<file path="src/rtl/core/ocl_pkg.sv">
// Shared types and constants of the ordered card list.
// Used by the channel interfaces, the card store and the top level; no dependencies.
package ocl_pkg;

   // Field widths of the request and response transactions.
   localparam int CMD_W    = 3;
   localparam int VALUE_W  = 4;
   localparam int SUIT_W   = 2;
   localparam int POS_W    = 7;
   localparam int COUNT_W  = 7;
   localparam int STATUS_W = 2;
   localparam int FPOS_W   = 6;
   localparam int HELD_W   = 7;

   // Deck geometry and limits.
   localparam int NUM_SUITS     = 4;
   localparam int NUM_RANKS     = 13;
   localparam int DECK_SIZE     = NUM_SUITS * NUM_RANKS;
   localparam int MAX_TAKE      = 64;
   localparam int DEFAULT_DEPTH = 64;

   // Command codes.
   typedef enum logic [CMD_W-1:0] {
      CMD_APPEND = 3'd0,
      CMD_SEARCH = 3'd1,
      CMD_READ   = 3'd2,
      CMD_REMOVE = 3'd3,
      CMD_TAKE   = 3'd4,
      CMD_LOAD   = 3'd5
   } cmd_type;

   // Response status codes.
   typedef enum logic [STATUS_W-1:0] {
      STATUS_OK        = 2'd0,
      STATUS_NOT_FOUND = 2'd1,
      STATUS_FULL      = 2'd2,
      STATUS_TOO_FEW   = 2'd3
   } status_type;

   // One stored card: suit in the upper bits, rank in the lower bits.
   typedef struct packed {
      logic [SUIT_W-1:0]  suit;
      logic [VALUE_W-1:0] value;
   } card_type;

endpackage

</file>
<file path="src/rtl/core/ocl_req_if.sv">
// Request channel of the ordered card list: valid/ready handshake plus command payload.
// Depends on ocl_pkg for the field widths.
interface ocl_req_if;

   logic                              valid;
   logic                              ready;
   logic [ocl_pkg::CMD_W-1:0]         cmd;
   logic [ocl_pkg::VALUE_W-1:0]       card_value;
   logic [ocl_pkg::SUIT_W-1:0]        card_suit;
   logic signed [ocl_pkg::POS_W-1:0]  position;
   logic [ocl_pkg::COUNT_W-1:0]       count;

   modport source (
      output valid, cmd, card_value, card_suit, position, count,
      input  ready
   );

   modport sink (
      input  valid, cmd, card_value, card_suit, position, count,
      output ready
   );

endinterface

</file>
<file path="src/rtl/core/ocl_rsp_if.sv">
// Response channel of the ordered card list: valid/ready handshake plus result payload.
// Depends on ocl_pkg for the field widths.
interface ocl_rsp_if;

   logic                           valid;
   logic                           ready;
   logic [ocl_pkg::STATUS_W-1:0]   status;
   logic [ocl_pkg::VALUE_W-1:0]    out_value;
   logic [ocl_pkg::SUIT_W-1:0]     out_suit;
   logic [ocl_pkg::FPOS_W-1:0]     found_position;
   logic [ocl_pkg::HELD_W-1:0]     held_count;
   logic                           last;

   modport source (
      output valid, status, out_value, out_suit, found_position, held_count, last,
      input  ready
   );

   modport sink (
      input  valid, status, out_value, out_suit, found_position, held_count, last,
      output ready
   );

endinterface

</file>
<file path="src/rtl/core/ocl_card_store.sv">
// Card memory of the ordered card list: one write port and one registered read port.
// Depends on ocl_pkg for the card type.
module ocl_card_store #(
   parameter int DEPTH = ocl_pkg::DEFAULT_DEPTH
) (
   input  logic                         clock,
   input  logic                         wr_en,
   input  logic [$clog2(DEPTH)-1:0]     wr_addr,
   input  ocl_pkg::card_type            wr_data,
   input  logic                         rd_en,
   input  logic [$clog2(DEPTH)-1:0]     rd_addr,
   output ocl_pkg::card_type            rd_data
);

   ocl_pkg::card_type mem [DEPTH];
   ocl_pkg::card_type rd_data_ff;

   // Write port.
   always_ff @(posedge clock) begin
      if (wr_en) begin
         mem[wr_addr] <= wr_data;
      end
   end

   // Read port; the data register holds its value until the next read.
   always_ff @(posedge clock) begin
      if (rd_en) begin
         rd_data_ff <= mem[rd_addr];
      end
   end

   assign rd_data = rd_data_ff;

endmodule

</file>
<file path="src/rtl/core/ordered_card_list.sv">
// Ordered card list: keeps up to DEPTH cards (rank, suit) in order with a fill count and runs
// one command per request transaction under a small sequencer around a card memory that does
// one read and one write per cycle. No request is taken while a command is in progress.
// Each command is latched on acceptance and checked; append and any refused command then reply,
// read reads the resolved position, search reads and compares one card at a time, remove moves
// the cards behind the removed position down by one, take front delivers the front cards one
// response each (waiting while the response side stalls) and then moves the remaining cards to
// the front, and loading a deck writes the 52 cards one after another before the reply.
// The card memory needs no clearing pass after reset; only the fill count, the state and the
// read and response valid flags are reset.
// Depends on ocl_pkg, ocl_req_if, ocl_rsp_if and ocl_card_store.
module ordered_card_list #(
   parameter int DEPTH = ocl_pkg::DEFAULT_DEPTH
) (
   input  logic       clock,
   input  logic       reset,
   ocl_req_if.sink    req_if,
   ocl_rsp_if.source  rsp_if
);

   localparam int AW = $clog2(DEPTH);
   localparam int FW = $clog2(DEPTH + 1);
   localparam int CW = ((FW > ocl_pkg::POS_W) ? FW : ocl_pkg::POS_W) + 1;

   typedef enum logic [3:0] {
      S_IDLE,
      S_EXEC,
      S_SEARCH,
      S_READ,
      S_SHIFT,
      S_TAKE_RD,
      S_TAKE_WAIT,
      S_LOAD,
      S_REPLY
   } state_type;

   // Sequencer state and latched request.
   state_type                          state_ff, state_in;
   ocl_pkg::cmd_type                   cmd_ff, cmd_in;
   ocl_pkg::card_type                  card_ff, card_in;
   logic signed [ocl_pkg::POS_W-1:0]   pos_ff, pos_in;
   logic [ocl_pkg::COUNT_W-1:0]        count_ff, count_in;

   // List bookkeeping and loop counters.
   logic [FW-1:0]                      fill_ff, fill_in;
   logic [FW-1:0]                      scan_ff, scan_in;
   logic [FW-1:0]                      end_ff, end_in;
   logic [FW-1:0]                      off_ff, off_in;
   logic                               rd_vld_ff, rd_vld_in;
   logic [AW-1:0]                      wr_addr_ff, wr_addr_in;
   logic [ocl_pkg::VALUE_W-1:0]        rank_ff, rank_in;
   logic [ocl_pkg::SUIT_W-1:0]         suit_ff, suit_in;

   // Pending single response.
   ocl_pkg::status_type                rep_status_ff, rep_status_in;
   ocl_pkg::card_type                  rep_card_ff, rep_card_in;
   logic [ocl_pkg::FPOS_W-1:0]         rep_fpos_ff, rep_fpos_in;

   // Response output register.
   logic                               rsp_valid_ff, rsp_valid_in;
   ocl_pkg::status_type                rsp_status_ff, rsp_status_in;
   ocl_pkg::card_type                  rsp_card_ff, rsp_card_in;
   logic [ocl_pkg::FPOS_W-1:0]         rsp_fpos_ff, rsp_fpos_in;
   logic [ocl_pkg::HELD_W-1:0]         rsp_held_ff, rsp_held_in;
   logic                               rsp_last_ff, rsp_last_in;

   // Card memory ports.
   logic                               mem_wr_en;
   logic [AW-1:0]                      mem_wr_addr;
   ocl_pkg::card_type                  mem_wr_data;
   logic                               mem_rd_en;
   logic [AW-1:0]                      mem_rd_addr;
   ocl_pkg::card_type                  mem_rd_data;

   // Arithmetic helpers.
   logic                               req_accept;
   logic                               rsp_free;
   logic [CW-1:0]                      fill_ext;
   logic [CW-1:0]                      pos_ext;
   logic [CW-1:0]                      mag_ext;
   logic [CW-1:0]                      idx_ext;
   logic [CW-1:0]                      n_ext;
   logic                               pos_ok;
   logic                               n_bad;
   logic                               search_hit;
   logic                               take_last;
   logic [FW-1:0]                      hit_pos;

   ocl_card_store #(
      .DEPTH (DEPTH)
   ) u_store (
      .clock   (clock),
      .wr_en   (mem_wr_en),
      .wr_addr (mem_wr_addr),
      .wr_data (mem_wr_data),
      .rd_en   (mem_rd_en),
      .rd_addr (mem_rd_addr),
      .rd_data (mem_rd_data)
   );

   assign req_accept = req_if.valid && req_if.ready;
   assign req_if.ready = (state_ff == S_IDLE);
   assign rsp_free = !rsp_valid_ff || rsp_if.ready;

   // Position resolution: a negative position counts back from the fill count.
   // The magnitude is taken unsigned so that the most negative position reads as 64.
   assign fill_ext = CW'(fill_ff);
   assign pos_ext  = CW'(unsigned'(pos_ff));
   assign mag_ext  = CW'(unsigned'(ocl_pkg::POS_W'(-pos_ff)));
   assign pos_ok   = pos_ff[ocl_pkg::POS_W-1] ? (fill_ext >= mag_ext) : (pos_ext < fill_ext);
   assign idx_ext  = pos_ff[ocl_pkg::POS_W-1] ? (fill_ext - mag_ext) : pos_ext;

   // Take front bounds and loop end.
   assign n_ext     = CW'(count_ff);
   assign n_bad     = (n_ext > fill_ext) || (n_ext > CW'(ocl_pkg::MAX_TAKE));
   assign take_last = ((CW'(scan_ff) + CW'(1)) == n_ext);

   // Search compare against the card read in the previous cycle.
   assign search_hit = rd_vld_ff && (mem_rd_data == card_ff);
   assign hit_pos    = scan_ff - FW'(1);

   // Sequencer next-state logic.
   always_comb begin
      state_in      = state_ff;
      cmd_in        = cmd_ff;
      card_in       = card_ff;
      pos_in        = pos_ff;
      count_in      = count_ff;
      fill_in       = fill_ff;
      scan_in       = scan_ff;
      end_in        = end_ff;
      off_in        = off_ff;
      rd_vld_in     = rd_vld_ff;
      wr_addr_in    = wr_addr_ff;
      rank_in       = rank_ff;
      suit_in       = suit_ff;
      rep_status_in = rep_status_ff;
      rep_card_in   = rep_card_ff;
      rep_fpos_in   = rep_fpos_ff;
      rsp_valid_in  = rsp_valid_ff && !rsp_if.ready;
      rsp_status_in = rsp_status_ff;
      rsp_card_in   = rsp_card_ff;
      rsp_fpos_in   = rsp_fpos_ff;
      rsp_held_in   = rsp_held_ff;
      rsp_last_in   = rsp_last_ff;
      mem_wr_en     = 1'b0;
      mem_wr_addr   = fill_ff[AW-1:0];
      mem_wr_data   = card_ff;
      mem_rd_en     = 1'b0;
      mem_rd_addr   = scan_ff[AW-1:0];

      case (state_ff)
         // Latch the request transaction.
         S_IDLE: begin
            if (req_accept) begin
               cmd_in   = ocl_pkg::cmd_type'(req_if.cmd);
               card_in  = '{suit: req_if.card_suit, value: req_if.card_value};
               pos_in   = req_if.position;
               count_in = req_if.count;
               state_in = S_EXEC;
            end
         end

         // Check bounds and start the command.
         S_EXEC: begin
            rep_status_in = ocl_pkg::STATUS_OK;
            rep_card_in   = '0;
            rep_fpos_in   = '0;
            state_in      = S_REPLY;
            case (cmd_ff)
               ocl_pkg::CMD_APPEND: begin
                  if (fill_ext >= CW'(DEPTH)) begin
                     rep_status_in = ocl_pkg::STATUS_FULL;
                  end else begin
                     mem_wr_en = 1'b1;
                     fill_in   = fill_ff + FW'(1);
                  end
               end
               ocl_pkg::CMD_SEARCH: begin
                  scan_in   = '0;
                  rd_vld_in = 1'b0;
                  state_in  = S_SEARCH;
               end
               ocl_pkg::CMD_READ: begin
                  if (!pos_ok) begin
                     rep_status_in = ocl_pkg::STATUS_NOT_FOUND;
                  end else begin
                     mem_rd_en   = 1'b1;
                     mem_rd_addr = idx_ext[AW-1:0];
                     state_in    = S_READ;
                  end
               end
               ocl_pkg::CMD_REMOVE: begin
                  if (!pos_ok) begin
                     rep_status_in = ocl_pkg::STATUS_NOT_FOUND;
                  end else begin
                     fill_in   = fill_ff - FW'(1);
                     scan_in   = FW'(idx_ext + CW'(1));
                     off_in    = FW'(1);
                     end_in    = fill_ff;
                     rd_vld_in = 1'b0;
                     state_in  = S_SHIFT;
                  end
               end
               ocl_pkg::CMD_TAKE: begin
                  if (count_ff == '0) begin
                     state_in = S_IDLE;
                  end else if (n_bad) begin
                     rep_status_in = ocl_pkg::STATUS_TOO_FEW;
                  end else begin
                     fill_in  = FW'(fill_ext - n_ext);
                     end_in   = fill_ff;
                     scan_in  = '0;
                     state_in = S_TAKE_RD;
                  end
               end
               ocl_pkg::CMD_LOAD: begin
                  if ((fill_ext + CW'(ocl_pkg::DECK_SIZE)) > CW'(DEPTH)) begin
                     rep_status_in = ocl_pkg::STATUS_FULL;
                  end else begin
                     rank_in  = '0;
                     suit_in  = '0;
                     state_in = S_LOAD;
                  end
               end
               default: begin
                  rep_status_in = ocl_pkg::STATUS_NOT_FOUND;
               end
            endcase
         end

         // Linear search: one read issued and one card compared per cycle.
         S_SEARCH: begin
            if (search_hit) begin
               rep_fpos_in = hit_pos[ocl_pkg::FPOS_W-1:0];
               state_in    = S_REPLY;
            end else if (scan_ff < fill_ff) begin
               mem_rd_en = 1'b1;
               rd_vld_in = 1'b1;
               scan_in   = scan_ff + FW'(1);
            end else begin
               rep_status_in = ocl_pkg::STATUS_NOT_FOUND;
               state_in      = S_REPLY;
            end
         end

         // Capture the card read at the resolved position.
         S_READ: begin
            rep_card_in = mem_rd_data;
            state_in    = S_REPLY;
         end

         // Move cards down by the offset: read the source, write it in the following cycle.
         S_SHIFT: begin
            if (rd_vld_ff) begin
               mem_wr_en   = 1'b1;
               mem_wr_addr = wr_addr_ff;
               mem_wr_data = mem_rd_data;
            end
            if (scan_ff < end_ff) begin
               mem_rd_en  = 1'b1;
               rd_vld_in  = 1'b1;
               wr_addr_in = AW'(scan_ff - off_ff);
               scan_in    = scan_ff + FW'(1);
            end else begin
               rd_vld_in = 1'b0;
               state_in  = (cmd_ff == ocl_pkg::CMD_REMOVE) ? S_REPLY : S_IDLE;
            end
         end

         // Take front: read the next card from the front.
         S_TAKE_RD: begin
            mem_rd_en = 1'b1;
            state_in  = S_TAKE_WAIT;
         end

         // Take front: hand the card to the output register when it is free.
         S_TAKE_WAIT: begin
            if (rsp_free) begin
               rsp_valid_in  = 1'b1;
               rsp_status_in = ocl_pkg::STATUS_OK;
               rsp_card_in   = mem_rd_data;
               rsp_fpos_in   = '0;
               rsp_held_in   = fill_ext[ocl_pkg::HELD_W-1:0];
               rsp_last_in   = take_last;
               if (take_last) begin
                  scan_in   = FW'(n_ext);
                  off_in    = FW'(n_ext);
                  rd_vld_in = 1'b0;
                  state_in  = S_SHIFT;
               end else begin
                  scan_in  = scan_ff + FW'(1);
                  state_in = S_TAKE_RD;
               end
            end
         end

         // Load a deck in suit-major order, one card per cycle.
         S_LOAD: begin
            mem_wr_en   = 1'b1;
            mem_wr_data = '{suit: suit_ff, value: rank_ff};
            fill_in     = fill_ff + FW'(1);
            if (rank_ff == ocl_pkg::VALUE_W'(ocl_pkg::NUM_RANKS - 1)) begin
               rank_in = '0;
               if (suit_ff == ocl_pkg::SUIT_W'(ocl_pkg::NUM_SUITS - 1)) begin
                  state_in = S_REPLY;
               end else begin
                  suit_in = suit_ff + ocl_pkg::SUIT_W'(1);
               end
            end else begin
               rank_in = rank_ff + ocl_pkg::VALUE_W'(1);
            end
         end

         // Deliver the single response of the command.
         S_REPLY: begin
            if (rsp_free) begin
               rsp_valid_in  = 1'b1;
               rsp_status_in = rep_status_ff;
               rsp_card_in   = rep_card_ff;
               rsp_fpos_in   = rep_fpos_ff;
               rsp_held_in   = fill_ext[ocl_pkg::HELD_W-1:0];
               rsp_last_in   = 1'b1;
               state_in      = S_IDLE;
            end
         end

         default: begin
            state_in = S_IDLE;
         end
      endcase
   end

   // State and registered outputs.
   always_ff @(posedge clock) begin
      if (reset) begin
         state_ff     <= S_IDLE;
         fill_ff      <= '0;
         rd_vld_ff    <= 1'b0;
         rsp_valid_ff <= 1'b0;
      end else begin
         state_ff     <= state_in;
         fill_ff      <= fill_in;
         rd_vld_ff    <= rd_vld_in;
         rsp_valid_ff <= rsp_valid_in;
      end
      cmd_ff        <= cmd_in;
      card_ff       <= card_in;
      pos_ff        <= pos_in;
      count_ff      <= count_in;
      scan_ff       <= scan_in;
      end_ff        <= end_in;
      off_ff        <= off_in;
      wr_addr_ff    <= wr_addr_in;
      rank_ff       <= rank_in;
      suit_ff       <= suit_in;
      rep_status_ff <= rep_status_in;
      rep_card_ff   <= rep_card_in;
      rep_fpos_ff   <= rep_fpos_in;
      rsp_status_ff <= rsp_status_in;
      rsp_card_ff   <= rsp_card_in;
      rsp_fpos_ff   <= rsp_fpos_in;
      rsp_held_ff   <= rsp_held_in;
      rsp_last_ff   <= rsp_last_in;
   end

   // Response channel outputs.
   assign rsp_if.valid          = rsp_valid_ff;
   assign rsp_if.status         = rsp_status_ff;
   assign rsp_if.out_value      = rsp_card_ff.value;
   assign rsp_if.out_suit       = rsp_card_ff.suit;
   assign rsp_if.found_position = rsp_fpos_ff;
   assign rsp_if.held_count     = rsp_held_ff;
   assign rsp_if.last           = rsp_last_ff;

   // The fill count never passes the capacity.
   assert property (@(posedge clock) disable iff (reset)
      fill_ff <= FW'(DEPTH))
      else $error("fill count above capacity");

   // An append with room grows the list by exactly one card.
   assert property (@(posedge clock) disable iff (reset)
      (req_accept && (req_if.cmd == ocl_pkg::CMD_APPEND) && (fill_ff < FW'(DEPTH)))
      |=> ##1 (fill_ff == $past(fill_ff, 2) + FW'(1)))
      else $error("append did not add one card");

   // A response without the last mark only comes while take front is still delivering.
   assert property (@(posedge clock) disable iff (reset)
      (rsp_if.valid && !rsp_if.last) |-> (state_ff == S_TAKE_RD || state_ff == S_TAKE_WAIT))
      else $error("non-final response outside take front");

   // The card memory is written only by commands that change the list.
   assert property (@(posedge clock) disable iff (reset)
      mem_wr_en |-> (state_ff == S_EXEC || state_ff == S_LOAD || state_ff == S_SHIFT))
      else $error("card memory written in an unexpected state");

endmodule
</file>
<file path="src/flat_wrapper.sv">
// flat-port wrapper written by rule: the top's interface ports become plain ports
module ordered_card_list_flat 
#(
   parameter int DEPTH = ocl_pkg::DEFAULT_DEPTH
)
  (clock, reset, req_if_valid, req_if_cmd, req_if_card_value, req_if_card_suit, req_if_position, req_if_count, req_if_ready, rsp_if_valid, rsp_if_status, rsp_if_out_value, rsp_if_out_suit, rsp_if_found_position, rsp_if_held_count, rsp_if_last, rsp_if_ready);
  ocl_req_if req_if_i ();
  ocl_rsp_if rsp_if_i ();
  input  logic clock;
  input  logic reset;
  input wire logic [$bits(req_if_i.valid)-1:0] req_if_valid;
  input wire logic [$bits(req_if_i.cmd)-1:0] req_if_cmd;
  input wire logic [$bits(req_if_i.card_value)-1:0] req_if_card_value;
  input wire logic [$bits(req_if_i.card_suit)-1:0] req_if_card_suit;
  input wire logic [$bits(req_if_i.position)-1:0] req_if_position;
  input wire logic [$bits(req_if_i.count)-1:0] req_if_count;
  output wire logic [$bits(req_if_i.ready)-1:0] req_if_ready;
  output wire logic [$bits(rsp_if_i.valid)-1:0] rsp_if_valid;
  output wire logic [$bits(rsp_if_i.status)-1:0] rsp_if_status;
  output wire logic [$bits(rsp_if_i.out_value)-1:0] rsp_if_out_value;
  output wire logic [$bits(rsp_if_i.out_suit)-1:0] rsp_if_out_suit;
  output wire logic [$bits(rsp_if_i.found_position)-1:0] rsp_if_found_position;
  output wire logic [$bits(rsp_if_i.held_count)-1:0] rsp_if_held_count;
  output wire logic [$bits(rsp_if_i.last)-1:0] rsp_if_last;
  input wire logic [$bits(rsp_if_i.ready)-1:0] rsp_if_ready;
  assign req_if_i.valid = req_if_valid;
  assign req_if_i.cmd = req_if_cmd;
  assign req_if_i.card_value = req_if_card_value;
  assign req_if_i.card_suit = req_if_card_suit;
  assign req_if_i.position = req_if_position;
  assign req_if_i.count = req_if_count;
  assign req_if_ready = req_if_i.ready;
  assign rsp_if_valid = rsp_if_i.valid;
  assign rsp_if_status = rsp_if_i.status;
  assign rsp_if_out_value = rsp_if_i.out_value;
  assign rsp_if_out_suit = rsp_if_i.out_suit;
  assign rsp_if_found_position = rsp_if_i.found_position;
  assign rsp_if_held_count = rsp_if_i.held_count;
  assign rsp_if_last = rsp_if_i.last;
  assign rsp_if_i.ready = rsp_if_ready;
  ordered_card_list #(.DEPTH(DEPTH)) u_core (.clock(clock), .reset(reset), .req_if(req_if_i), .rsp_if(rsp_if_i));
endmodule
</file>
<file path="config.mk">
export PLATFORM = sky130hd
export DESIGN_NAME = ordered_card_list_flat
export DESIGN_NICKNAME = d
export VERILOG_FILES = /design/src/rtl/core/ocl_pkg.sv /design/src/rtl/core/ocl_req_if.sv /design/src/rtl/core/ocl_rsp_if.sv /design/src/rtl/core/ocl_card_store.sv /design/src/rtl/core/ordered_card_list.sv /design/src/flat_wrapper.sv
export SDC_FILE = /design/constraint.sdc
export NUM_CORES = 1
export LEC_CHECK = 0
export BUFFER_PORTS_ARGS = -buffer_cell sky130_fd_sc_hd__buf_2
export CAP_MARGIN = 20
export CORE_UTILIZATION = 50
export CTS_BUF_LIST = sky130_fd_sc_hd__clkbuf_4
export CTS_CLUSTER_DIAMETER = 30
export CTS_CLUSTER_SIZE = 20
export DETAILED_ROUTE_END_ITERATION = 10
export PLACE_DENSITY = 0.66
export SYNTH_ARGS = -nofsm -noshare
export SYNTH_HDL_FRONTEND = slang
export SYNTH_HIERARCHICAL = 1
export SYNTH_SLANG_ARGS = --single-unit
</file>
<file path="constraint.sdc">
create_clock -name clock -period 11.4 [get_ports clock]
set_clock_uncertainty 0.2 [all_clocks]
set_input_delay 0 -clock clock [delete_from_list [all_inputs] [get_ports clock]]
set_output_delay 0 -clock clock [all_outputs]
set_load 0.005 [all_outputs]
</file>
==> After elaboration in Yosys (flattened, before gate mapping) <==
Memory sizes are Yosys's and may differ from the RTL's. A register that Yosys moved wholly into a read port is not among the register bits.
Cells that the tools add are included.
Widths: inputs -> output; s select.
{ "op_classes": {"reduce_logical": 33, "shift": 0, "n_bitwise": 0, "mul": 0, "eq_ne": 45, "div": 0, "n_mux": 105, "addsub": 13, "magnitude_cmp": 8} }
{ "op_table": {"columns": ["cell", "count"], "rows": [
  ["$mux 7", 16],
  ["$mux 6", 15],
  ["$pmux 6 s2", 6],
  ["$mux 4", 17],
  ["$pmux 7 s3", 2],
  ["$pmux 4 s9", 1],
  ["$pmux 7 s2", 2],
  ["$pmux 7 s4", 1],
  ["$mux 2", 12],
  ["$ne 2x1->1 const B", 12],
  ["$mux 1", 22],
  ["$add 7x1->7 const B", 3],
  ["$lt 7x7->1", 3],
  ["$pmux 4 s5", 1],
  ["$eq 4x3->1 const B", 4],
  ["$ne 2x2->1 const B", 8],
  ["$reduce_and 5->1", 3],
  ["$reduce_and 7->1", 2],
  ["$sub 7x7->7", 2],
  ["$pmux 2 s2", 3],
  ["$reduce_bool 2->1", 6],
  ["$pmux 2 s5", 1],
  ["$ne 3x2->1 const B", 3],
  ["$ne 3x3->1 const B", 3],
  ["39 further kinds", 56]
]} }
{ "totals": {"elab_cells": 230, "ramBits": 384, "input_bits": 27, "latch_bits": 0, "mem_count": 1, "output_inout_bits": 24, "ff_bits": 104, "rom_bits": 0} }
{ "mem_list": {"columns": ["memory", "depth", "word_bits", "read_ports", "rd_ports_with_merged_regs", "wr", "line_no", "source"], "rows": [
  ["u_core.u_store.mem", 64, 6, 1, 1, 1, "ocl_card_store.sv:15", "ocl_pkg::card_type mem [DEPTH];"]
]} }

==> Depth between registers and ports, before layout <==
Gate-level depths: netlist of run 1.
{ "logic_depth": {"ltp_word": 7, "mapped_depth": 20, "ltp_nobuf": 17} }

==> Modules after synthesis <==
Netlist of run 1, hierarchy kept.
{ "modules_own_cells": {"columns": ["mod", "area_per_inst_um2", "cells_per_inst", "n_inst", "seq_area_each_um2"], "rows": [
  ["ocl_card_store", 15265.9, 729, 1, 11711.2],
  ["ordered_card_list", 6721.4, 655, 1, 2992.9]
]} }

==> Least setup slack after synthesis of run 1 <==
No wires, ideal clock.
{ "synth_path": {"path_type": "register to register", "start": "register u_core/pos_ff[0] (netlist bit)", "end": "register, netlist name u_core/u_store/rd_data[1]", "slack_ns": 7.126, "arrival_time_ns": 3.805, "n_path_buf": 2, "stages_incl_launch_ff": 19, "period_less_slack_ns": 4.274, "setup_ns": 0.269, "t_required_ns": 10.931, "path_cell_list": "edfxtp_1 -> inv_1 -> ha_1 -> nand2_1 -> xnor2_1 -> ha_1 -> and3_1 -> a31oi_1 -> a31oi_1 -> o22ai_2 -> nor4_4 -> nand2_1 -> o21ai_0 -> buf_2 -> buf_6 -> mux4_2 -> mux4_2 -> a21oi_1 -> a22oi_1"} }
{ "synth_via": {"elab_chain_len": 6, "elab_cells_between_ends": 12, "cone_classes": "add/sub: 2; order compare: 2; mux: 8"} }
{ "synth_rtl": {"columns": ["item", "line_no", "source"], "rows": [
  ["start, declared", "ordered_card_list.sv:41", "logic signed [ocl_pkg::POS_W-1:0] pos_ff, pos_in;"],
  ["start signal, assigned", "ordered_card_list.sv:349", "pos_ff <= pos_in;"],
  ["$neg 7->7", "ordered_card_list.sv:109", "assign mag_ext = CW'(unsigned'(ocl_pkg::POS_W'(-pos_ff)));"],
  ["$sub 7x7->7 / $ge 7x7->1 (equally long branches)", "ordered_card_list.sv:111, ordered_card_list.sv:110", null],
  ["$mux 7 / $mux 1 (equally long branches)", "ordered_card_list.sv:111, ordered_card_list.sv:110", null],
  ["$mux 6 (*)", "ordered_card_list.sv:185", "if (!pos_ok) begin"],
  ["$mux 6 (*)", "ordered_card_list.sv:170", "case (cmd_ff)"],
  ["$mux 6 (*)", "ordered_card_list.sv:152", "case (state_ff)"],
  ["named net u_core.mem_rd_addr[0]", "ordered_card_list.sv:72", "logic [AW-1:0] mem_rd_addr;"]
]} }
Mark *: on every way through the listed nets, which the timed path passes. The rest lies on a longest branch.
A chain may end at the register's enable or synchronous reset.

==> Worst setup path after layout of run 1 <==
{ "layout_path": {"start": "register u_core/pos_ff[2] (netlist bit)", "end": "register, netlist name u_core/u_store/rd_data[1]"} }
{ "layout_via": {"elab_chain_len": 6, "elab_cells_between_ends": 12, "cone_classes": "add/sub: 2; order compare: 2; mux: 8"} }
{ "layout_rtl": {"columns": ["item", "line_no", "source"], "rows": [
  ["$neg 7->7", "ordered_card_list.sv:109", null],
  ["$ge 7x7->1", "ordered_card_list.sv:110", "assign pos_ok = pos_ff[ocl_pkg::POS_W-1] ? (fill_ext >= mag_ext) : (pos_ext < fill_ext);"],
  ["$mux 1 (*)", "ordered_card_list.sv:110", null],
  ["$mux 6 (*)", "ordered_card_list.sv:185", null],
  ["$mux 6 (*)", "ordered_card_list.sv:170", null],
  ["$mux 6 (*)", "ordered_card_list.sv:152", null],
  ["named net u_core.mem_rd_addr[0]", "ordered_card_list.sv:72", null]
]} }
Marked as above.

==> impl_metrics.ini, run 1 <==
[synthesis]
syn_nets = 1464
synth_top_area_share_pct = 65.7
netlist_top_cells_count = sky130_fd_sc_hd__edfxtp_1, sky130_fd_sc_hd__nor2_1, sky130_fd_sc_hd__mux4_2
post_synth.cell_area_avg_um2 = 15.9
ys_warn_count = 6
most_frequent_cell_after_synthesis = sky130_fd_sc_hd__edfxtp_1
synth_edf_count = 481
ys_ff_latch = 494
synth-seq-area-share_pct = 66.9
post-synth-top-area-cell = sky130_fd_sc_hd__edfxtp_1
gate_count_post_synth = 1384
post_synth_num_cell_types = 75
synth_ff_type = sky130_fd_sc_hd__edfxtp_1
synth_top_cells_by_area = sky130_fd_sc_hd__edfxtp_1, sky130_fd_sc_hd__mux4_2, sky130_fd_sc_hd__ha_1
syn_area_mm2 = 0.0220
postSynth.asyncResetShare_pct = 0

[routing]
detail_route.vias_per_cell = 5.97
drt_pass1_iterations = 5
post-route-drc-count = 0
routed_wl_mm = 52.1
total_number_of_vias = 13100
drtIter0Drc = 1414
antenna_left = 0
routed_length_per_instance_um = 23.6

[placed_design]
placed_area_mm2 = 0.0228
dp_cells = 1963
gpl.final_weighted_congestion = 0.915
hpwl_mm = 33.2
port_buffers = 50

[final_layout]
num-nets-final = 1620
finalCoreUtilization_pct = 57.4
layout.cell_area.non_filler_mm2 = 0.0248
final-instance-count-excl-fill = 2201
synthToLayoutAreaGrowth_pct = 13.0
n_fill_cell = 3384
drive_above_1_share_pct = 22.5

[timing]
timing.final.crit_share_pct = 52.6
timing.fmax_mhz = 167
slew_at_the_pin_closest_to_its_max_slew_limit_ns = 1.11
slew_viol_final = 0
final-hold-violation-count = 0
worst_hold_slack_ns = 0.152
tns_ns = 0
finalSetupViolations = 0
slew_headroom_pct = 25.1
timing.final.crit_period_ns = 6.00
rsz0062_at_grt = false

[status]
result_of_the_run = finished clean

[job]
maxCapViolations = 0

[floorplanning]
die-width_um = 212
io_pins = 51
design.die.area_mm2 = 0.0448
die-height_um = 212
num_rows = 76
core_outline_area_mm2 = 0.0433
start_util_pct = 50.8

[grt]
antenna_found_initial = 1
first_pass_grt_wire_length_mm = 78.8
first_global_vias = 13100
met1_usage_pct = 34.1
grt_resource_usage_total_pct = 24.0
grt-ovfl-total = 0
met3_usage_pct = 4.29
globalRouteMet2Util_pct = 37.4
global_route.peak_usage_layer = met2
grt_start_max_net_pins = 65

[worst_setup_path]
worst_ep_arrival_time_ns = 6.36
startpoint_type = register
critical_path_required_ns = 11.77
setup.worst_path.end_class = register
crit_fanout = 40
timing.setup.critical_path_class = register to register

[power]
power_frac_clock_pct = 26.7
ir_worst_vdd_v = 0.0000985
powerDensity_mw_per_mm2 = 214
p_int_mw = 3.54
power_switching_share_pct = 33.4
share_comb_of_total_power_pct = 30.1
power.sequential.fraction_pct = 43.2
power_leakage_nw = 8.41
switching_power_mw = 1.77

[clock_network]
cts_root_buf = sky130_fd_sc_hd__clkbuf_4
clockBufferDepth = 3
clock_sink_count = 494
htree_levels = 3
cts_post_setup_buffers_inserted = 0
clkTransAtPathRegs_ns = 0.09
clk_latency_ns = 0.87
cts-buffers-inserted = 100
cts_tree = built

[min_path]
worst_hold_path_type = input port to register
[timing repair]
item                                    4_1_cts  5_1_grt
hold buffers                                 54        0
gates resized for setup                       0        0
endpoints found under the hold margin        94        0
endpoints found under the setup margin        0        0
[stage by stage]
step | power [mW] | setup WS, ns
floorplan | 3.43 | 7.13
global placement | 3.86 | 5.53
detailed placement | 3.89 | 5.38
CTS | 5.33 | 5.36
global route | 5.56 | 5.01
finish | 5.31 | 5.40
[final timing paths]
check | startpoint | endpoint | slack (ns) | cells past startpoint
hold / removal | req_if_valid | u_core/card_ff[4] | 0.15 | 3
hold reg to reg | u_core/rep_card_ff[4] | u_core/rsp_if.out_suit[0] | 0.33 | 1
setup / recovery | u_core/pos_ff[2] | u_core/u_store/rd_data[1] | 5.40 | 16
setup reg to reg | u_core/pos_ff[2] | u_core/u_store/rd_data[1] | 5.40 | 16
[sequential cells by signal, summed over array words and instances, names as in the netlist, 7 cells and up]
name	flops
u_core/count_ff	7
u_core/scan_ff	7
u_core/u_store/mem	384
u_core/fill_ff	7
u_core/end_ff	7
u_core/rsp_if.held_count	7
u_core/pos_ff	7
[worst max-delay path, cell delays in order (launching register included)]
cell                       delay [ns]
sky130_fd_sc_hd__edfxtp_1        0.47
sky130_fd_sc_hd__nor3_1          0.37
sky130_fd_sc_hd__xor2_1          0.12
sky130_fd_sc_hd__ha_1            0.36
sky130_fd_sc_hd__and3_1          0.20
sky130_fd_sc_hd__o21ai_1         0.12
sky130_fd_sc_hd__a31oi_1         0.22
sky130_fd_sc_hd__o22ai_2         0.23
sky130_fd_sc_hd__nor4_4          0.63
sky130_fd_sc_hd__nand2_1         0.20
sky130_fd_sc_hd__o21ai_4         0.10
sky130_fd_sc_hd__buf_4           0.38
sky130_fd_sc_hd__buf_4           0.70
sky130_fd_sc_hd__mux4_2          0.60
sky130_fd_sc_hd__mux4_2          0.48
sky130_fd_sc_hd__a21oi_1         0.16
sky130_fd_sc_hd__a22oi_1         0.10
[cell families (layout without fill, tap and decap cells)]
logic type      count (synthesis)  count (layout)  synth area share (%)
fa+ha+maj                      54              54                  3.16
xor+xnor                       52              52                  2.20
compound gates                178             178                  5.59
buf+inv                       122             353                  2.46
simple gates                  355             355                  7.92
flops                         494             494                  66.9
mux                           129             129                  11.8
other cells                     0               1                     0
[layout by cell type, fill, tap and decap left out, types with 9 or more instances in the layout]
cell,Yosys,layout
sky130_fd_sc_hd__dlygate4sd3_1,0,54
sky130_fd_sc_hd__xor2_1,16,16
sky130_fd_sc_hd__mux2_2,11,11
sky130_fd_sc_hd__a31oi_1,12,12
sky130_fd_sc_hd__and3_1,22,22
sky130_fd_sc_hd__inv_1,47,47
sky130_fd_sc_hd__buf_4,6,14
sky130_fd_sc_hd__edfxtp_1,481,481
sky130_fd_sc_hd__mux2i_1,15,15
sky130_fd_sc_hd__ha_1,50,50
sky130_fd_sc_hd__dfxtp_1,13,13
sky130_fd_sc_hd__a22oi_1,11,11
sky130_fd_sc_hd__nor2b_1,10,10
sky130_fd_sc_hd__bufinv_16,0,9
sky130_fd_sc_hd__buf_2,12,50
sky130_fd_sc_hd__nor3_1,17,17
sky130_fd_sc_hd__a211oi_1,10,10
sky130_fd_sc_hd__clkbuf_4,0,112
sky130_fd_sc_hd__o22ai_1,11,11
sky130_fd_sc_hd__o211ai_1,11,11
sky130_fd_sc_hd__a21o_1,10,10
sky130_fd_sc_hd__nor2_1,120,120
sky130_fd_sc_hd__mux4_2,103,103
sky130_fd_sc_hd__o21ai_0,34,30
sky130_fd_sc_hd__a21oi_1,24,23
sky130_fd_sc_hd__clkinv_2,0,17
sky130_fd_sc_hd__xnor2_1,34,34
sky130_fd_sc_hd__nand2b_1,15,15
sky130_fd_sc_hd__clkinv_1,1,21
sky130_fd_sc_hd__nand3_1,31,31
sky130_fd_sc_hd__nand2_1,79,75
[power groups by stage]
stage	Sequential, mW	Combinational (mW)	Clock (mW)
2_1_floorplan	2.27	1.17	0
3_3_place_gp	2.34	1.53	0
3_5_place_dp	2.33	1.56	0
4_1_cts	2.30	1.58	1.46
5_1_grt	2.30	1.72	1.53
6_report	2.29	1.60	1.42
[area by class of cell]
cell class	count	area [µm²]	area share, %
flip-flops and latches	494	14700	59.2
well taps	585	732	2.95
inverters	51	191	0.771
clock inverters	68	611	2.46
repair buffers	125	1010	4.05
clock buffers	109	818	3.29
multi-input cells	768	6780	27.3
diodes	1	2.50	0.0101
[layer usage]
layer / share of wire (%) / wire (µm) / vias to the layer above
li1: - / - / 5808
met1: 42 / 22000 / 6594
met2: 47 / 24600 / 652
met3: 8.4 / 4360 / 83
met4: 2.0 / 1030 / 0
met5: 0 / 0 / -
No activity file was read; power rests on OpenSTA's default activity.
==> run 2, diff against run 1 <==
--- a/config.mk
+++ b/config.mk
@@ -12,7 +12,7 @@
 export CTS_CLUSTER_DIAMETER = 30
 export CTS_CLUSTER_SIZE = 20
 export DETAILED_ROUTE_END_ITERATION = 10
-export PLACE_DENSITY = 0.66
+export PLACE_DENSITY = 0.69
 export SYNTH_ARGS = -nofsm -noshare
 export SYNTH_HDL_FRONTEND = slang
 export SYNTH_HIERARCHICAL = 1
==> constraint.sdc (replaced) <==
create_clock -name clock -period 5 [get_ports clock]
set_clock_uncertainty 0.2 [all_clocks]
set_input_delay 0 -clock clock [delete_from_list [all_inputs] [get_ports clock]]
set_output_delay 0 -clock clock [all_outputs]
set_load 0.005 [all_outputs]
==> impl_metrics.ini, run 2 (synthesis results as in run 1) <==
[placed_design]
gpl.final_weighted_congestion = 0.926
port_buffers = 50
dp_cells = 2010
placed_area_mm2 = 0.0232
hpwl_mm = 33.8

[power]
power.sequential.fraction_pct = 40.3
ir_worst_vdd_v = 0.000283
power_switching_share_pct = 32.6
power_leakage_nw = 8.85
switching_power_mw = 4.22
p_int_mw = 8.71
power_frac_clock_pct = 29.5
powerDensity_mw_per_mm2 = 503
share_comb_of_total_power_pct = 30.2

[floorplanning]
core_outline_area_mm2 = 0.0433
design.die.area_mm2 = 0.0448
start_util_pct = 50.8
die-width_um = 212
die-height_um = 212
num_rows = 76
io_pins = 51

[worst_setup_path]
critical_path.cell_chain = inv_1, ha_1, nand2_1, xnor2_1, ha_1, and3_1, a31oi_1, a31oi_1, o22ai_2, nor4_4, nor2_1, a21oi_4, buf_12, mux4_2, mux2i_2, nor2_1, a211oi_1, a22oi_1
startpoint_type = register
critical_path_required_ns = 5.39
cp.buffers_inverters = 2
setup.worst_path.end_class = register
cell_type_of_the_slowest_stage_on_the_worst_timing_path = sky130_fd_sc_hd__mux4_2
cpPeakStageDelay_ns = 0.56
regToRegStartpoint = u_core/pos_ff[0]
cp.depth = 18
gate_family_responsible_for_the_most_delay_along_the_worst_path = compound AO/OA/AOI/OAI gates
crit_path_start = u_core/pos_ff[0]
reg2regPathDepth = 18
timing.setup.critical_path_class = register to register
crit_fanout = 47
worst_ep_arrival_time_ns = 5.17

[timing]
slew_headroom_pct = 37.0
timing.fmax_mhz = 209
final-hold-violation-count = 0
slew_at_the_pin_closest_to_its_max_slew_limit_ns = 0.936
timing.final.crit_period_ns = 4.78
rsz0062_at_grt = true
tns_ns = 0
finalSetupViolations = 0
slew_viol_final = 0
timing.final.crit_share_pct = 95.7

[grt]
first_global_vias = 13400
grt-ovfl-total = 0
grt_resource_usage_total_pct = 23.7
grt_start_max_net_pins = 65
antenna_found_initial = 3
first_pass_grt_wire_length_mm = 78.6

[min_path]
hold_path_startpoint = req_if_valid
worst_hold_path_type = input port to register
holdPathStages = 3

[status]
result_of_the_run = finished clean

[clock_network]
clk_latency_ns = 0.87
htree_levels = 3
cts_tree = built
clkTransAtPathRegs_ns = 0.10
cts_root_buf = sky130_fd_sc_hd__clkbuf_4
cts-buffers-inserted = 97
clockBufferDepth = 3
clock_sink_count = 494

[final_layout]
drive_above_1_share_pct = 25.9
synthToLayoutAreaGrowth_pct = 17.0
most_used_cells_in_the_layout_excluding_fill_and_tap_cells = sky130_fd_sc_hd__edfxtp_1, sky130_fd_sc_hd__nor2_1, sky130_fd_sc_hd__clkbuf_4
largest_register_ff_count = 384
final-instance-count-excl-fill = 2263
max_flop_register = u_core/u_store/mem
final_common_cell = sky130_fd_sc_hd__edfxtp_1
num-nets-final = 1669
layout.cell_area.non_filler_mm2 = 0.0257

[routing]
antenna_left = 0
drtIter0Drc = 1322
routed_wl_mm = 51.9
drt_pass1_iterations = 5
routed_length_per_instance_um = 22.9
total_number_of_vias = 13300
post-route-drc-count = 0
detail_route.vias_per_cell = 5.88

[job]
maxCapViolations = 0
[run 2: cell types whose count changed in the layout (fill, tap and decap cells not counted), moves of 2 or more]
cell | before | now
sky130_fd_sc_hd__buf_4 | 14 | 56
sky130_fd_sc_hd__inv_6 | 4 | 16
sky130_fd_sc_hd__clkinv_1 | 21 | 11
sky130_fd_sc_hd__buf_12 | 3 | 12
sky130_fd_sc_hd__bufinv_16 | 9 | 17
sky130_fd_sc_hd__clkbuf_4 | 112 | 104
sky130_fd_sc_hd__clkinv_2 | 17 | 9
sky130_fd_sc_hd__clkinvlp_4 | 8 | 15
sky130_fd_sc_hd__diode_2 | 1 | 5
sky130_fd_sc_hd__clkbuf_16 | 0 | 3
sky130_fd_sc_hd__inv_8 | 1 | 3
[run 2: layout make-up]
cell class,count,area (µm²)
fill,3212,17600
sequential,494,14700
multi-input combinational,768,6780
timing repair buffer,177,1570
clock inverter,79,948
clock buffer,104,781
tap,585,732
inverter,51,191
antenna,5,12.5
[run 2: worst register-to-register path, cell delays in order, from the launching register on]
cell                       delay [ns]
sky130_fd_sc_hd__edfxtp_1        0.42
sky130_fd_sc_hd__inv_1           0.12
sky130_fd_sc_hd__ha_1            0.20
sky130_fd_sc_hd__nand2_1         0.10
sky130_fd_sc_hd__xnor2_1         0.14
sky130_fd_sc_hd__ha_1            0.35
sky130_fd_sc_hd__and3_1          0.19
sky130_fd_sc_hd__a31oi_1         0.09
sky130_fd_sc_hd__a31oi_1         0.21
sky130_fd_sc_hd__o22ai_2         0.12
sky130_fd_sc_hd__nor4_4          0.43
sky130_fd_sc_hd__nor2_1          0.13
sky130_fd_sc_hd__a21oi_4         0.22
sky130_fd_sc_hd__buf_12          0.31
sky130_fd_sc_hd__mux4_2          0.60
sky130_fd_sc_hd__mux2i_2         0.31
sky130_fd_sc_hd__nor2_1          0.07
sky130_fd_sc_hd__a211oi_1        0.24
sky130_fd_sc_hd__a22oi_1         0.10
[run 2: through the flow]
stage               power (mW)  util [%]  hold WS [ns]  worst slack, ns
global route              13.5      59.4        0.0943         -0.00779
floorplan                 7.83         -        -0.101            0.726
finish                    12.9      59.4         0.113            0.216
CTS                       12.8      58.9         0.124            0.258
global placement          8.90      53.6       -0.0232            0.323
detailed placement        8.96      53.7       -0.0219            0.239
[run 2: power by group through the flow]
| stage | registers, mW | clock network [mW] | logic [mW] |
|---|---|---|---|
| 3_3_place_gp | 5.29 | 0 | 3.61 |
| 6_report | 5.20 | 3.82 | 3.90 |
| 5_1_grt | 5.22 | 4.07 | 4.20 |
| 2_1_floorplan | 5.16 | 0 | 2.67 |
| 4_1_cts | 5.20 | 3.89 | 3.73 |
| 3_5_place_dp | 5.29 | 0 | 3.67 |
[run 2: timing repair]
item	4_1_cts	5_1_grt
endpoints found under the setup margin	0	2
hold endpoints to repair	94	0
buffers inserted	0	4
hold buffers	54	0
resized for setup	0	1
[run 2: layer usage]
layer,track usage [%],vias up,share of wire (%)
li1,-,5919,-
met3,5.79,113,8.9
met2,37.4,612,48
met5,0,-,0.019
met1,32.0,6666,41
met4,8.75,2,2.6
[run 2: worst paths after layout]
path / to / slack (ns)
setup / recovery: u_core/u_store/rd_data[1] / 0.22
hold / removal: u_core/count_ff[0] / 0.11
setup reg to reg: u_core/u_store/rd_data[1] / 0.22
hold reg to reg: u_core/rsp_if.found_position[3] / 0.36
==> run 3, diff against run 2 <==
--- a/config.mk
+++ b/config.mk
@@ -7,12 +7,12 @@
 export LEC_CHECK = 0
 export BUFFER_PORTS_ARGS = -buffer_cell sky130_fd_sc_hd__buf_2
 export CAP_MARGIN = 20
-export CORE_UTILIZATION = 50
+export CORE_UTILIZATION = 55
 export CTS_BUF_LIST = sky130_fd_sc_hd__clkbuf_4
 export CTS_CLUSTER_DIAMETER = 30
 export CTS_CLUSTER_SIZE = 20
 export DETAILED_ROUTE_END_ITERATION = 10
-export PLACE_DENSITY = 0.69
+export PLACE_DENSITY = 0.74
 export SYNTH_ARGS = -nofsm -noshare
 export SYNTH_HDL_FRONTEND = slang
 export SYNTH_HIERARCHICAL = 1
==> impl_metrics.ini, run 3 (synthesis results as in run 1) <==
[worst_setup_path]
reg2regPathDepth = 19
setup.worst_path.end_class = register
worst_ep_arrival_time_ns = 5.21
critical_path_required_ns = 5.39
cp.buffers_inverters = 4
critical_path.cell_chain = inv_1, ha_1, nand2_1, xnor2_1, ha_1, and3_1, o21ai_1, a31oi_1, o22ai_2, nor4_4, buf_6, nor2_1, a21oi_4, buf_12, buf_16, mux4_2, mux4_2, o211ai_1, nand2_1
crit_fanout = 18
startpoint_type = register
gate_family_responsible_for_the_most_delay_along_the_worst_path = simple AND/OR/NAND/NOR gates
cpPeakStageDelay_ns = 0.55
timing.setup.critical_path_class = register to register
cp.depth = 19
cell_type_of_the_slowest_stage_on_the_worst_timing_path = sky130_fd_sc_hd__mux4_2

[floorplanning]
start_util_pct = 56.4
die-height_um = 202
die-width_um = 202
design.die.area_mm2 = 0.0408
num_rows = 72
io_pins = 51
core_outline_area_mm2 = 0.0390

[grt]
grt-ovfl-total = 0
first_global_vias = 13500
grt_start_max_net_pins = 65
first_pass_grt_wire_length_mm = 80.3
antenna_found_initial = 2
grt_resource_usage_total_pct = 26.4

[clock_network]
cts_tree = built
clock_sink_count = 494
clockBufferDepth = 3
htree_levels = 3
cts_root_buf = sky130_fd_sc_hd__clkbuf_4
clkTransAtPathRegs_ns = 0.09
cts-buffers-inserted = 91
clk_latency_ns = 0.85

[routing]
drtIter0Drc = 1583
antenna_left = 0
routed_length_per_instance_um = 24.9
post-route-drc-count = 0
routed_wl_mm = 54.1
total_number_of_vias = 13600
drt_pass1_iterations = 6
detail_route.vias_per_cell = 6.26

[status]
result_of_the_run = finished clean

[timing]
timing.fmax_mhz = 208
slew_at_the_pin_closest_to_its_max_slew_limit_ns = 1.16
worst_hold_slack_ns = 0.180
timing.final.crit_period_ns = 4.81
timing.final.crit_share_pct = 96.3
postLayoutSetupSlackWorst_ns = 0.185
slew_headroom_pct = 21.8
final-hold-violation-count = 0
finalSetupViolations = 0
tns_ns = 0
slew_viol_final = 0

[final_layout]
max_flop_register = u_core/u_store/mem
final_common_cell = sky130_fd_sc_hd__edfxtp_1
num-nets-final = 1659
largest_register_ff_count = 384
synthToLayoutAreaGrowth_pct = 15.5
drive_above_1_share_pct = 25.5
finalCoreUtilization_pct = 65.1
most_used_cells_in_the_layout_excluding_fill_and_tap_cells = sky130_fd_sc_hd__edfxtp_1, sky130_fd_sc_hd__nor2_1, sky130_fd_sc_hd__mux4_2

[placed_design]
hpwl_mm = 34.1
gpl.final_weighted_congestion = 0.934
port_buffers = 50
dp_slack_ns = 0.186

[min_path]
worst_hold_path_type = input port to register
holdPathStages = 3

[power]
power_leakage_nw = 8.74
total_power_mw = 12.7
ir_worst_vdd_v = 0.000233
powerDensity_mw_per_mm2 = 500

[job]
maxCapViolations = 0
## run 3: power breakdown
part	switching, mW	leakage, nW	total, mW	internal [mW]
logic	2.28	3.46	4.04	1.76
registers	0.226	4.46	5.19	4.97
clock network	1.71	0.821	3.46	1.75
total	4.22	8.74	12.7	8.47
## run 3: stage by stage
stage,cell area [µm²],cells
after global routing,25400,2175
final,25400,2175
after floorplan,22000,1384
after global placement,23000,1926
after CTS,25000,2147
after detailed placement,23000,1927
## run 3: repair_timing
| item | 4_1_cts | 5_1_grt |
|---|---|---|
| buffers inserted | 0 | 15 |
| resized for setup | 0 | 12 |
| hold buffers | 53 | 0 |
| endpoints found under the hold margin | 94 | 0 |
| endpoints found under the setup margin | 0 | 6 |
## run 3: final cells by class
class	instances	area [µm²]
Clock buffer	100	751
Fill cell	2604	13600
Tap cell	518	648
Inverter	51	193
Sequential cell	494	14700
Timing Repair Buffer	172	1500
Clock inverter	67	769
Antenna cell	4	10.0
Multi-Input combinational cell	769	6810
## run 3: final timing paths
path                         startpoint                         to  slack, ns
hold / removal             req_if_valid           u_core/cmd_ff[0]       0.18
hold reg to reg   u_core/rep_card_ff[4]  u_core/rsp_if.out_suit[0]       0.36
setup reg to reg       u_core/pos_ff[0]  u_core/u_store/rd_data[3]       0.19
setup / recovery       u_core/pos_ff[0]  u_core/u_store/rd_data[3]       0.19
## run 3: worst reg2reg max path, stage by stage (launching register included)
cell and delay, ns:
sky130_fd_sc_hd__edfxtp_1 0.42, sky130_fd_sc_hd__inv_1 0.12, sky130_fd_sc_hd__ha_1 0.21, sky130_fd_sc_hd__nand2_1 0.12, sky130_fd_sc_hd__xnor2_1 0.15, sky130_fd_sc_hd__ha_1 0.32, sky130_fd_sc_hd__and3_1 0.18, sky130_fd_sc_hd__o21ai_1 0.12
sky130_fd_sc_hd__a31oi_1 0.19, sky130_fd_sc_hd__o22ai_2 0.12, sky130_fd_sc_hd__nor4_4 0.44, sky130_fd_sc_hd__buf_6 0.20, sky130_fd_sc_hd__nor2_1 0.07, sky130_fd_sc_hd__a21oi_4 0.17, sky130_fd_sc_hd__buf_12 0.18, sky130_fd_sc_hd__buf_16 0.19
sky130_fd_sc_hd__mux4_2 0.33, sky130_fd_sc_hd__mux4_2 0.55, sky130_fd_sc_hd__o211ai_1 0.21, sky130_fd_sc_hd__nand2_1 0.07
## run 3: layer usage
layer	wire (µm)	part of all wire, %	up-vias	GRT usage (%)
met2	25300	47	853	41.1
met1	21000	39	6703	35.9
met4	1690	3.1	0	9.82
met3	6070	11	151	7.19
li1	-	-	5910	-
met5	0	0	-	0
